## src/rtl/core/tfdx_pkg.sv

```systemverilog
// shared types, codes and constants of the typed frame deframer
`default_nettype none

package tfdx_pkg;

    localparam logic [7:0]  SYNC_BYTE     = 8'h41;
    localparam logic [7:0]  TYPE_LONG     = 8'h5A;
    localparam logic [7:0]  TYPE_MID      = 8'h59;
    localparam logic [7:0]  TYPE_SHORT    = 8'h58;
    localparam logic [5:0]  LEN_LONG      = 6'd34;
    localparam logic [5:0]  LEN_MID       = 6'd24;
    localparam logic [5:0]  LEN_SHORT     = 6'd14;
    localparam logic [5:0]  LEN_NONE      = 6'd0;
    localparam logic [5:0]  POS_SYNC      = 6'd0;
    localparam logic [5:0]  POS_TYPE      = 6'd1;
    localparam logic [5:0]  POS_FIRST_DAT = 6'd2;
    localparam logic [15:0] TIMEOUT_RESET = 16'd2000;

    localparam logic KIND_BYTE = 1'b0;
    localparam logic KIND_TICK = 1'b1;

    typedef enum logic [1:0] {
        PH_HUNT = 2'd0,
        PH_TYPE = 2'd1,
        PH_DATA = 2'd2
    } t_phase;

    typedef enum logic [2:0] {
        ST_BUSY    = 3'd0,
        ST_GOOD    = 3'd1,
        ST_BADSUM  = 3'd2,
        ST_BADTYPE = 3'd3,
        ST_TIMEOUT = 3'd4
    } t_status;

    typedef struct packed {
        logic       kind;
        logic [7:0] rx_byte;
    } t_item;

    typedef struct packed {
        logic [7:0] frame_byte;
        logic [5:0] position;
        logic       last;
        t_status    frame_status;
    } t_result;

    function automatic logic [5:0] type_length(input logic [7:0] type_byte);
        logic [5:0] len;
        len = LEN_NONE;
        if (type_byte == TYPE_LONG) begin
            len = LEN_LONG;
        end else if (type_byte == TYPE_MID) begin
            len = LEN_MID;
        end else if (type_byte == TYPE_SHORT) begin
            len = LEN_SHORT;
        end
        return len;
    endfunction

endpackage

`default_nettype wire

```

## src/rtl/core/typed_frame_deframer_xor_unit.sv

```systemverilog
// top level of the typed frame deframer with xor checksum
// two register stages: an accepted item is held in the input register, its result in the output register
// one item per cycle while the output is not stalled, with the single core pass between two registers
// items that cause no result (hunting bytes, ticks below the limit) leave no output
// reset (synchronous, active low): hunting for sync, timeout limit 2000 ticks
// the config port is always ready; write only while no item is in flight
`default_nettype none

module typed_frame_deframer_xor_unit (
    input  wire logic        i_clk,
    input  wire logic        i_rst_n,
    input  wire logic        i_cfg_valid,
    output logic             o_cfg_ready,
    input  wire logic [15:0] i_cfg_data,
    input  wire logic        i_in_valid,
    output logic             o_in_stall,
    input  wire logic        i_in_kind,
    input  wire logic [7:0]  i_in_rx_byte,
    output logic             o_out_valid,
    input  wire logic        i_out_stall,
    output logic [7:0]       o_out_frame_byte,
    output logic [5:0]       o_out_position,
    output logic             o_out_last,
    output logic [2:0]       o_out_frame_status
);

    tfdx_pkg::t_item   in_item;
    tfdx_pkg::t_item   s1_item;
    logic              s1_valid;
    logic              s2_ready;
    logic              fire;
    logic              res_valid;
    tfdx_pkg::t_result res;
    tfdx_pkg::t_result out_res;

    assign o_cfg_ready     = 1'b1;
    assign in_item.kind    = i_in_kind;
    assign in_item.rx_byte = i_in_rx_byte;
    assign fire            = s1_valid && s2_ready;

    tfdx_in_reg u_in_reg (
        .i_clk        (i_clk),
        .i_rst_n      (i_rst_n),
        .i_in_valid   (i_in_valid),
        .i_item       (in_item),
        .o_in_stall   (o_in_stall),
        .i_down_ready (s2_ready),
        .o_valid      (s1_valid),
        .o_item       (s1_item)
    );

    tfdx_core u_core (
        .i_clk       (i_clk),
        .i_rst_n     (i_rst_n),
        .i_cfg_we    (i_cfg_valid && o_cfg_ready),
        .i_cfg_data  (i_cfg_data),
        .i_fire      (fire),
        .i_item      (s1_item),
        .o_res_valid (res_valid),
        .o_res       (res)
    );

    tfdx_out_reg u_out_reg (
        .i_clk       (i_clk),
        .i_rst_n     (i_rst_n),
        .i_load      (fire && res_valid),
        .i_res       (res),
        .o_ready     (s2_ready),
        .i_out_stall (i_out_stall),
        .o_out_valid (o_out_valid),
        .o_res       (out_res)
    );

    assign o_out_frame_byte   = out_res.frame_byte;
    assign o_out_position     = out_res.position;
    assign o_out_last         = out_res.last;
    assign o_out_frame_status = out_res.frame_status;

endmodule

`default_nettype wire

```

## src/rtl/core/tfdx_in_reg.sv

```systemverilog
// input register stage holding one accepted item
`default_nettype none

module tfdx_in_reg (
    input  wire logic            i_clk,
    input  wire logic            i_rst_n,
    input  wire logic            i_in_valid,
    input  wire tfdx_pkg::t_item i_item,
    output logic                 o_in_stall,
    input  wire logic            i_down_ready,
    output logic                 o_valid,
    output tfdx_pkg::t_item      o_item
);

    logic            r_valid;
    logic            n_valid;
    tfdx_pkg::t_item r_item;
    logic            accept;

    assign o_in_stall = r_valid && !i_down_ready;
    assign accept     = i_in_valid && !o_in_stall;

    always_comb begin
        n_valid = r_valid;
        if (accept) begin
            n_valid = 1'b1;
        end else if (i_down_ready) begin
            n_valid = 1'b0;
        end
    end

    always_ff @(posedge i_clk) begin
        if (!i_rst_n) begin
            r_valid <= 1'b0;
        end else begin
            r_valid <= n_valid;
        end
    end

    always_ff @(posedge i_clk) begin
        if (accept) begin
            r_item <= i_item;
        end
    end

    assign o_valid = r_valid;
    assign o_item  = r_item;

endmodule

`default_nettype wire

```

## src/rtl/core/tfdx_core.sv

```systemverilog
// frame state machine, xor check, tick timeout and config register
`default_nettype none

module tfdx_core (
    input  wire logic            i_clk,
    input  wire logic            i_rst_n,
    input  wire logic            i_cfg_we,
    input  wire logic [15:0]     i_cfg_data,
    input  wire logic            i_fire,
    input  wire tfdx_pkg::t_item i_item,
    output logic                 o_res_valid,
    output tfdx_pkg::t_result    o_res
);

    tfdx_pkg::t_phase r_phase;
    tfdx_pkg::t_phase n_phase;
    logic [5:0]       r_idx;
    logic [5:0]       n_idx;
    logic [5:0]       r_len;
    logic [5:0]       n_len;
    logic [7:0]       r_xor;
    logic [7:0]       n_xor;
    logic [15:0]      r_elapsed;
    logic [15:0]      n_elapsed;
    logic [15:0]      r_timeout;

    logic [16:0]      ticks_next;
    logic             timeout_hit;
    logic [5:0]       type_len;
    logic             last_byte;
    logic             is_tick;
    logic [7:0]       b;

    assign is_tick     = (i_item.kind == tfdx_pkg::KIND_TICK);
    assign b           = i_item.rx_byte;
    assign ticks_next  = {1'b0, r_elapsed} + 17'd1;
    assign timeout_hit = ticks_next > {1'b0, r_timeout};
    assign type_len    = tfdx_pkg::type_length(b);
    assign last_byte   = ({1'b0, r_idx} + 7'd1) >= {1'b0, r_len};

    // next phase
    always_comb begin
        n_phase = r_phase;
        case (r_phase)
            tfdx_pkg::PH_TYPE: begin
                if (is_tick) begin
                    n_phase = timeout_hit ? tfdx_pkg::PH_HUNT : tfdx_pkg::PH_TYPE;
                end else begin
                    n_phase = (type_len == tfdx_pkg::LEN_NONE) ? tfdx_pkg::PH_HUNT
                                                               : tfdx_pkg::PH_DATA;
                end
            end
            tfdx_pkg::PH_DATA: begin
                if (is_tick) begin
                    n_phase = timeout_hit ? tfdx_pkg::PH_HUNT : tfdx_pkg::PH_DATA;
                end else begin
                    n_phase = last_byte ? tfdx_pkg::PH_HUNT : tfdx_pkg::PH_DATA;
                end
            end
            default: begin
                n_phase = (!is_tick && b == tfdx_pkg::SYNC_BYTE) ? tfdx_pkg::PH_TYPE
                                                                 : tfdx_pkg::PH_HUNT;
            end
        endcase
    end

    // result and datapath
    always_comb begin
        n_idx             = r_idx;
        n_len             = r_len;
        n_xor             = r_xor;
        n_elapsed         = r_elapsed;
        o_res_valid       = 1'b0;
        o_res.frame_byte  = b;
        o_res.position    = r_idx;
        o_res.last        = 1'b0;
        o_res.frame_status = tfdx_pkg::ST_BUSY;
        case (r_phase)
            tfdx_pkg::PH_TYPE, tfdx_pkg::PH_DATA: begin
                if (is_tick) begin
                    if (timeout_hit) begin
                        o_res_valid        = 1'b1;
                        o_res.frame_byte   = 8'd0;
                        o_res.last         = 1'b1;
                        o_res.frame_status = tfdx_pkg::ST_TIMEOUT;
                        n_idx              = 6'd0;
                        n_len              = tfdx_pkg::LEN_NONE;
                        n_xor              = 8'd0;
                        n_elapsed          = 16'd0;
                    end else begin
                        n_elapsed = ticks_next[15:0];
                    end
                end else if (r_phase == tfdx_pkg::PH_TYPE) begin
                    o_res_valid    = 1'b1;
                    o_res.position = tfdx_pkg::POS_TYPE;
                    if (type_len == tfdx_pkg::LEN_NONE) begin
                        o_res.last         = 1'b1;
                        o_res.frame_status = tfdx_pkg::ST_BADTYPE;
                        n_idx              = 6'd0;
                        n_len              = tfdx_pkg::LEN_NONE;
                        n_xor              = 8'd0;
                        n_elapsed          = 16'd0;
                    end else begin
                        n_len = type_len;
                        n_xor = r_xor ^ b;
                        n_idx = tfdx_pkg::POS_FIRST_DAT;
                    end
                end else begin
                    o_res_valid = 1'b1;
                    if (last_byte) begin
                        o_res.last         = 1'b1;
                        o_res.frame_status = (r_xor == b) ? tfdx_pkg::ST_GOOD
                                                          : tfdx_pkg::ST_BADSUM;
                        n_idx              = 6'd0;
                        n_len              = tfdx_pkg::LEN_NONE;
                        n_xor              = 8'd0;
                        n_elapsed          = 16'd0;
                    end else begin
                        n_xor = r_xor ^ b;
                        n_idx = r_idx + 6'd1;
                    end
                end
            end
            default: begin
                if (!is_tick && b == tfdx_pkg::SYNC_BYTE) begin
                    o_res_valid    = 1'b1;
                    o_res.position = tfdx_pkg::POS_SYNC;
                    n_idx          = tfdx_pkg::POS_TYPE;
                    n_len          = tfdx_pkg::LEN_NONE;
                    n_xor          = tfdx_pkg::SYNC_BYTE;
                    n_elapsed      = 16'd0;
                end
            end
        endcase
    end

    always_ff @(posedge i_clk) begin
        if (!i_rst_n) begin
            r_phase   <= tfdx_pkg::PH_HUNT;
            r_idx     <= 6'd0;
            r_len     <= tfdx_pkg::LEN_NONE;
            r_xor     <= 8'd0;
            r_elapsed <= 16'd0;
            r_timeout <= tfdx_pkg::TIMEOUT_RESET;
        end else begin
            if (i_cfg_we) begin
                r_timeout <= i_cfg_data;
            end
            if (i_fire) begin
                r_phase   <= n_phase;
                r_idx     <= n_idx;
                r_len     <= n_len;
                r_xor     <= n_xor;
                r_elapsed <= n_elapsed;
            end
        end
    end

endmodule

`default_nettype wire

```

## src/rtl/core/tfdx_out_reg.sv

```systemverilog
// result register stage toward the output channel
`default_nettype none

module tfdx_out_reg (
    input  wire logic              i_clk,
    input  wire logic              i_rst_n,
    input  wire logic              i_load,
    input  wire tfdx_pkg::t_result i_res,
    output logic                   o_ready,
    input  wire logic              i_out_stall,
    output logic                   o_out_valid,
    output tfdx_pkg::t_result      o_res
);

    logic              r_valid;
    logic              n_valid;
    tfdx_pkg::t_result r_res;

    assign o_ready = !r_valid || !i_out_stall;

    always_comb begin
        n_valid = r_valid;
        if (i_load) begin
            n_valid = 1'b1;
        end else if (!i_out_stall) begin
            n_valid = 1'b0;
        end
    end

    always_ff @(posedge i_clk) begin
        if (!i_rst_n) begin
            r_valid <= 1'b0;
        end else begin
            r_valid <= n_valid;
        end
    end

    always_ff @(posedge i_clk) begin
        if (i_load) begin
            r_res <= i_res;
        end
    end

    assign o_out_valid = r_valid;
    assign o_res       = r_res;

endmodule

`default_nettype wire

```

## config.mk

```make
export PLATFORM = sky130hd
export DESIGN_NAME = typed_frame_deframer_xor_unit
export DESIGN_NICKNAME = d
export VERILOG_FILES = /design/src/rtl/core/tfdx_pkg.sv /design/src/rtl/core/typed_frame_deframer_xor_unit.sv /design/src/rtl/core/tfdx_in_reg.sv /design/src/rtl/core/tfdx_core.sv /design/src/rtl/core/tfdx_out_reg.sv
export SDC_FILE = /design/constraint.sdc
export NUM_CORES = 1
export LEC_CHECK = 0
export BUFFER_PORTS_ARGS = -buffer_cell sky130_fd_sc_hd__buf_2
export CORE_MARGIN = 5
export CORE_UTILIZATION = 45
export DETAILED_ROUTE_END_ITERATION = 6
export HOLD_SLACK_MARGIN = 0.03
export MAX_ROUTING_LAYER = met4
export PLACE_DENSITY_LB_ADDON = 0.12
export SYNTH_ARGS = -nofsm -noshare
export SYNTH_HDL_FRONTEND = slang
export SYNTH_SLANG_ARGS = --single-unit
```

## constraint.sdc

```tcl
create_clock -name i_clk -period 4.7 [get_ports i_clk]
set_input_delay 0.235 -clock i_clk [delete_from_list [all_inputs] [get_ports i_clk]]
set_output_delay 0.235 -clock i_clk [all_outputs]
set_load 0.01 [all_outputs]
```

==> impl_metrics.toml <==
[synth]
ys_ff_latch = 82
ys_async_sr_fraction_pct = 0
synth_top_area_cell = "dfxtp_1"
yosysSeqAreaShare_pct = 43.12
syn_nets = 548
synthFlopType = "dfxtp_1"
synth_cell_types = 61
synth.most_common_cell = "dfxtp_1"
synth_cells = 493
ys_warn_count = 0
synth_common_cells = "dfxtp_1 (55), nor2_1 (48), nand2_1 (45)"
synth_area_leaders = "dfxtp_1 (25%), edfxtp_1 (18%), ha_1 (7.1%)"
synth_edf_count = 27
yosysTopAreaCellShare_pct = 24.83
syn_area_per_cell_sq_um = 8.994
syn_area_sq_um = 4434

[sta]
rsz0062_at_grt = "false"
timing_hold_violations_final = 0
setup_viol = 0
period_minus_slack_ps = 4012
period_share_pct = 85.37
maxSlewViolCount = 0
slew-limit-headroom_pct = 42.28
skew_ps = 11.97
final.setup.tns_ps = 0
tightest_slew_ps = 861.7
max_clock_freq_ghz = 0.2492

[critical_path]
worstPathArrival_ps = 4320
critPathMaxStageDelay_ps = 610
slowest_stage = "or4_4"
crit_chain = "ha_1, nand3_1, nor2b_2, nand2_1, inv_1, nand4_1, xnor2_1, ha_1, nand2_1, nor4_1, nand4_1, o31a_1, buf_4, or4_4, or3_1, o21ai_2"
criticalPathCategory = "reg -> reg"
end_kind = "register"
start_kind = "register"
worstPathMaxFanout = 12
critPathRequiredTime_ps = 5010
ff2ff_path_depth = 16

[final_layout]
multi_input_area_sq_um = 2292
nets = 598
nFillCells = 944
drive_gt1_share_pct = 15.51
areaGrowthSynthToFinish_pct = 13.85
regArea_sq_um = 1912
antenna_cells = 0

[floorplan]
die_w_um = 109.3
die_h_um = 109.3
rows = 36
die_area_sq_um = 11940
ioPinCount = 51
core_area_sq_um = 9684
initial_core_util_pct = 45.79

[place]
place.gp.congestion = 0.8038
numPortBuffers = 49
hpwl_um = 7463

[route]
num_vias = 3594
drt_first_iter_violations = 86
drtAntennaViolNets = 0
finalWirelength_um = 10060
via_per_inst = 5.278
drt_pass1_iterations = 4
drc_errors = 0
wl_per_cell_um = 14.77

[global_route]
antenna_found_initial = 0
grt_pass1_wl_um = 16810
grt_max_degree = 31
grt_overflow = 0
grt_pass1_vias = 3611
grtUsageTotal_pct = 18.37

[clocking]
h-tree-depth = 3
clkSinkCount = 82
clockBufferDepth = 2
postCtsSetupBuffers = 0
insertion_delay_ps = 360
cts_tree = "done"
clockRootBuffer = "clkbuf_8"
cts_buffers = 9
clk_pin_slew_ps = 100

[hold_path]
holdPathStages = 1
hold_path_class = "in -> reg"

[status]
status = "finished, final reports clean"

[power]
p_per_area_nw_per_um2 = 278.0
vdd_drop_max_mv = 0.1746
power_uw = 1404
p_leak_uw = 0.002074

[run]
cap_violations = 0
[layer usage]
metal  vias up  share of wire [%]  global-route usage [%]
li1       1827                  -                       -
met1      1681                 43                   20.80
met2        70                 50                   31.89
met3        16                4.1                   2.664
met4         0                2.3                   8.727
met5         -                  0                       -
[cell usage in the layout, fill, tap and decap left out, drive strengths merged, types with 3 or more instances in the layout]
master,count
nor3,11
a21oi,33
nor2,49
clkbuf,9
nand2,46
or3,5
or2,3
xnor2,12
nand3,25
o31ai,5
a31oi,5
a211o,3
ha,25
mux2i,13
dlygate4sd3,7
nor4,3
edfxtp,27
and3,4
nand4,6
dfxtp,55
inv,41
a221o,4
nor3b,3
nand3b,3
o21ai,19
and4,3
o211ai,6
nand2b,10
a211oi,4
buf,52
xor2,8
and2,16
nor2b,8
[critical path: cells and delay by family (launching register included)]
family,cells,cell delay [ps]
simple gates,9,2290
fa+ha+maj,2,540
flops,1,410
buf+inv,2,290
compound gates,2,240
xor+xnor,1,170
[metrics by stage]
step	hold slack [ps]	area, sq um	std cells	setup WS, ps	utilization [%]
4_1_cts	30.82	5049	681	687.0	52.13
2_1_floorplan	333.9	4434	493	1086	-
3_5_place_dp	413.1	4773	658	700.5	49.29
6_report	46.47	5049	681	687.5	52.13
3_3_place_gp	413.8	4773	658	869.3	49.29
5_1_grt	36.65	5049	681	345.9	52.13
[power breakdown]
| part | total, uW | switching (uW) | internal [uW] |
|---|---|---|---|
| logic | 96.2 | 56.3 | 39.9 |
| clock network | 547 | 291 | 256 |
| registers | 761 | 13.2 | 748 |
[registers in the layout, indices dropped and copies added, names as in the netlist]
register and count:
u_core.r_len 5, u_out_reg.o_out_valid 1, u_core.r_idx 6, u_core.r_elapsed 16, u_core.r_xor 8, u_in_reg.o_item 9
u_core.r_timeout 16, u_core.r_phase 2, u_in_reg.o_valid 1, u_out_reg.o_res 18
[worst paths after layout]
path	endpoint	slack (ps)	startpoint
min reg2reg	u_core.r_len[5]	460	u_core.r_len[5]
min	u_in_reg.o_item[7]	50	i_in_rx_byte[7]
max	u_core.r_elapsed[10]	690	u_core.r_elapsed[0]
max reg2reg	u_core.r_elapsed[10]	690	u_core.r_elapsed[0]
[cell families after synthesis]
kind of cell | count (synthesis) | share of synthesized area, %
AND/OR/NAND/NOR | 201 | 23.39
AO/OA/AOI/OAI | 93 | 13.77
flip-flops | 82 | 43.12
buffers and inverters | 56 | 5.192
adder cells (fa/ha/maj) | 25 | 7.054
XOR/XNOR | 20 | 3.950
multiplexers | 15 | 3.442
other | 1 | 0.08457
[repair_timing]
item / in CTS / in global routing
hold buffers: 7 / 0
endpoints found under the setup margin: 0 / 0
gates resized for setup: 0 / 0
endpoints found under the hold margin: 7 / 0
[cell type report]
class	count	share of cell area, %
inverters	36	2.677
flip-flops and latches	82	37.87
clock inverters	7	1.611
well taps	133	3.296
multi-input cells	355	45.40
clock buffers	9	2.454
repair buffers	59	6.691
(Power assumes the default switching activity.)
